### src/hw/rtl/nprc_pkg.sv
package nprc_pkg;

	// result kinds, same coding as the raw pixel kind
	localparam logic [2:0] CLS_VALID      = 3'd0;
	localparam logic [2:0] CLS_NULL       = 3'd1;
	localparam logic [2:0] CLS_HIGH_REPR  = 3'd5;

	// configuration register indexes
	localparam logic [2:0] REG_SAT_THRESH = 3'd0;
	localparam logic [2:0] REG_GAIN       = 3'd1;
	localparam logic [2:0] REG_OFS_MODE   = 3'd2;
	localparam logic [2:0] REG_EXPOSURE   = 3'd3;
	localparam logic [2:0] REG_ABS_SCALE  = 3'd4;
	localparam logic [2:0] REG_BACKGROUND = 3'd5;

	// per-pixel data that rides along the chain
	typedef struct packed {
		logic [2:0]         cls;
		logic               calc;
		logic               ov;
		logic signed [31:0] bias;
		logic signed [31:0] dark;
		logic signed [31:0] flat;
		logic signed [31:0] oflat;
		logic signed [31:0] addv;
	} side_t;

	// clamp to signed 32 bits, overflow flag in the top bit
	function automatic logic [32:0] sat36(input logic signed [35:0] v);
		logic [32:0] r;
		if (v > 36'sh0_7FFF_FFFF) begin
			r = {1'b1, 32'h7FFF_FFFF};
		end else if (v < -36'sh0_8000_0000) begin
			r = {1'b1, 32'h8000_0000};
		end else begin
			r = {1'b0, v[31:0]};
		end
		return r;
	endfunction

endpackage

### src/hw/rtl/nprc_mul.sv
module nprc_mul import nprc_pkg::*; #(
	parameter int FRAC_BITS = 16
) (
	input  logic               clk,
	input  logic               arst_n,
	input  logic               en,
	input  logic               in_valid,
	input  logic signed [31:0] a,
	input  logic signed [31:0] b,
	input  side_t              in_side,
	output logic               out_valid,
	output logic signed [31:0] p,
	output logic               p_ov,
	output side_t              out_side
);

	logic               v_s1;
	logic signed [63:0] prod_s1;
	side_t              side_s1;
	logic [63:0]        m;
	logic [63:0]        r;
	logic               big_pos, big_neg;

	always_ff @(posedge clk or negedge arst_n) begin
		if (!arst_n) begin
			v_s1      <= 1'b0;
			out_valid <= 1'b0;
		end else if (en) begin
			v_s1      <= in_valid;
			out_valid <= v_s1;
		end
	end

	// magnitude shift truncates toward zero
	always_comb begin
		m       = prod_s1[63] ? 64'(-prod_s1) : 64'(prod_s1);
		r       = m >> FRAC_BITS;
		big_pos = |r[63:31];
		big_neg = (|r[63:32]) || (r[31] && (|r[30:0]));
	end

	always_ff @(posedge clk) begin
		if (en) begin
			prod_s1  <= a * b;
			side_s1  <= in_side;
			out_side <= side_s1;
			if (prod_s1[63]) begin
				p    <= big_neg ? 32'h8000_0000 : 32'(-r[31:0]);
				p_ov <= big_neg;
			end else begin
				p    <= big_pos ? 32'h7FFF_FFFF : r[31:0];
				p_ov <= big_pos;
			end
		end
	end

endmodule

### config.mk
export PLATFORM = sky130hd
export DESIGN_NAME = nprc_mul
export DESIGN_NICKNAME = d
export VERILOG_FILES = /design/src/hw/rtl/nprc_pkg.sv /design/src/hw/rtl/nprc_mul.sv
export SDC_FILE = /design/constraint.sdc
export NUM_CORES = 2
export LEC_CHECK = 0
export ABC_AREA = 1
export BUFFER_PORTS_ARGS = -buffer_cell sky130_fd_sc_hd__buf_4
export CORE_MARGIN = 5
export CORE_UTILIZATION = 50
export CTS_CLUSTER_SIZE = 12
export DETAILED_ROUTE_END_ITERATION = 7
export PLACE_DENSITY = 0.69
export SETUP_SLACK_MARGIN = 0.5
export SLEW_MARGIN = 30
export SYNTH_ARGS = -nofsm -noshare
export SYNTH_HDL_FRONTEND = slang
export SYNTH_SLANG_ARGS = --single-unit
### constraint.sdc
create_clock -name clk -period 2.5 [get_ports clk]
set_clock_uncertainty 0.05 [all_clocks]
set_input_delay 0.5 -clock clk [delete_from_list [all_inputs] [get_ports clk]]
set_output_delay 0.5 -clock clk [all_outputs]
set_load 0.01 [all_outputs]
==> flow_summary.json <==
{
  "antenna_found_initial": 1,
  "synth_top_family_by_area": "adder cells",
  "gr-total-overflow": 0,
  "drv_cap": 0,
  "drive_above_1_share_pct": 29.64,
  "multi_input_area_sq_mm": 0.03751,
  "grt_max_degree": 64,
  "synth_area_leaders": "fa_1 (40%), edfxtp_1 (24%), inv_1 (11%)",
  "cts_buffers": 43,
  "drt-total-wl_mm": 158.7,
  "cp-end-kind": "register",
  "yosys.area.top_type": "fa_1",
  "portBuffers": 431,
  "die_w_microns": 339.2,
  "drt_iter0_markers": 2616,
  "io_pins": 432,
  "die_h_microns": 339.2,
  "crit_path_start": "b[6]",
  "grtUsageTotal_pct": 27.30,
  "coreArea_sq_mm": 0.1074,
  "preCtsSetupSlack_ns": -4.912,
  "num_rows": 120,
  "synth-adder-area-share_pct": 44.24,
  "instances_no_fill": 8435,
  "synth.most_common_cell": "inv_1",
  "synth.distinct_cells": 51,
  "synth_top_area_share_pct": 39.97,
  "period_minus_slack_ns": 6.538,
  "finish.utilization_pct": 66.71,
  "detail-route-antenna-nets": 0,
  "cts-root-buf": "clkbuf_16",
  "num_vias": 42560,
  "drc": 0,
  "max_slew_margin_pct": 73.50,
  "wire_per_inst_microns": 18.81,
  "initial_utilization_pct": 50.48,
  "areaGrowthSynthToFinish_pct": 32.15,
  "dieArea_sq_mm": 0.1151,
  "final-hold-violation-count": 0,
  "rsz0062_at_grt": "true",
  "worst_path_max_delay_cell": "fa_2",
  "cp.required_ns": 2.80,
  "ys_seq_elements": 429,
  "yosysWarnings": 0,
  "fmax_ghz": 0.1530,
  "cts_tree": "built",
  "ys.flop_type": "edfxtp_1",
  "max_stage_delay_ns": 0.64,
  "ff2ff_setup_slack_ns": -0.43,
  "synth_compound_area_share_pct": 2.434,
  "cp-endpoint": "prod_s1[62]$_DFFE_PP_",
  "reg2reg_from": "prod_s1[23]$_DFFE_PP_",
  "worst_pin_slew_ns": 0.3975,
  "ff2ff_path_depth": 19,
  "path_class": "input port to register",
  "crit_path_start_kind": "input port",
  "worst_slack_ns": -4.038,
  "synthCells": 5880,
  "cpMostUsedCell": "inv_2",
  "grt_pass1_wl_mm": 250.1,
  "cts.sinks": 429,
  "num_antenna_cells": 0,
  "r2r-end": "p[22]$_DFFE_PP_",
  "clk_latency_ns": 0.59,
  "cp_max_fo": 6,
  "via_per_inst": 5.046,
  "synth-xor-area-share_pct": 1.450,
  "synth_edf_count": 427,
  "synth_commonest_cells": "inv_1 (1639), nand2_1 (1445), fa_1 (1082), edfxtp_1 (427), nor2_1 (308)",
  "dpl.hpwl_mm": 128.7,
  "synth.mux.area_fraction_pct": 0,
  "worstHoldPathType": "input port to register",
  "run_status": "complete, but fails checks",
  "period_share_pct": 261.5,
  "routabilityCongestion": 0.9352,
  "drt_pass1_iterations": 8,
  "cts_buffer_depth": 3,
  "register_area_sq_mm": 0.01287,
  "htreeDepth": 2,
  "fillers": 8030,
  "placed_cells": 8245,
  "cts.clk_slew.worst_paths_ns": 0.06,
  "setup_viol": 93,
  "first_global_vias": 45960,
  "violations": "setup timing",
  "arrival_ns": 6.83,
  "ys_seq_area_share_pct": 23.75,
  "nNetsFinal": 8519,
  "yosys.area_share.simple_pct": 15.05,
  "syn_area_sq_mm": 0.05419,
  "syn_avg_cell_area_sq_um": 9.216,
  "mappedNetlistNets": 7380,
  "slew_viol_final": 0,
  "async_reset_ff_share_pct": 0.4662
}
placed cells by master (no fill, tap or decap), types with 9 or more instances in the layout:
cell	instances
nor2_1	215
o21ai_2	23
ha_4	69
a21oi_1	20
nand2_4	50
nor3_2	9
o21ai_0	24
buf_4	1047
buf_8	42
nor3_1	10
a31oi_4	11
buf_16	22
xnor2_1	26
nand3_2	17
fa_2	98
nand2_2	94
nand3_1	71
nand3b_1	16
buf_6	108
xor2_2	16
inv_1	1540
ha_1	115
nand4_1	33
edfxtp_1	427
nand2_1	1325
fa_1	984
a21oi_4	24
clkbuf_16	45
a21oi_2	40
xor2_1	38
inv_2	101
nor2_2	83
o21ai_1	49
nor2_4	46
buf_12	71
how the worst min path moves through the flow:
stage / from / end / depth (start not counted)
floorplan: arst_n / out_valid$_DFFE_PN0P_ / 0
global placement: arst_n / v_s1$_DFFE_PN0P_ / 1
detailed placement: arst_n / v_s1$_DFFE_PN0P_ / 1
CTS: in_side[74] / side_s1[74]$_DFFE_PP_ / 1
global route: in_side[66] / side_s1[66]$_DFFE_PP_ / 1
finish: in_side[14] / side_s1[14]$_DFFE_PP_ / 1
final cells by class:
type / instances / area share (%)
clock inverters: 8 / 0.1730
flip-flops and latches: 429 / 17.97
inverters: 1649 / 8.683
multi-input cells: 3590 / 52.38
repair buffers: 1306 / 16.80
well taps: 1403 / 2.451
clock buffers: 50 / 1.539
timing repair:
| action | CTS | global route |
|---|---|---|
| gates cloned | 13 | 2 |
| resized for setup | 662 | 270 |
| setup endpoints to repair | 94 | 94 |
| pin swaps | 249 | 179 |
| buffers inserted | 65 | 44 |
| endpoints found under the hold margin | 9 | 0 |
| hold buffers | 8 | 0 |
layer usage:
layer,routed length (microns),global-route usage (%),up-vias
li1,-,-,19280
met1,61420,35.15,21240
met2,80080,48.33,1671
met3,11370,3.977,370
met4,5795,8.043,2
met5,13,0,-
through the flow:
stage                     area [sq um]  hold WS (ns)  TNS, ns
after floorplan                  56160        0.1544  -212.97
after global placement           65540        0.2323  -266.51
after detailed placement         65540        0.2336  -268.53
after CTS                        70300     0.0001564  -214.22
after global routing             71610       0.01011  -236.80
final                            71610       0.03750  -219.59
state kept, by name, indices dropped and copies added, names as in the netlist:
name and count:
out_valid 1, p 32, side_s1 165, out_side 165
p_ov 1, prod_s1 64, v_s1 1
critical path: cells and delay by family:
kind / cells / cell delay, ns
adders and majority gates: 9 / 4.45
buffers and inverters: 11 / 0.92
AOI/OAI and AO/OA: 3 / 0.45
and+or+nand+nor: 4 / 0.34
xor gates and xnor gates: 1 / 0.15
cells by family after synthesis:
group,after synthesis
AOI/OAI and AO/OA,238
DFF,429
adders and majority gates,1267
buffers and inverters,1861
and+or+nand+nor,1997
xor gates and xnor gates,88
Power is left out: the tool's default activity adds up to more than one toggle a clock period on the data nets, which glitch-free logic cannot reach.
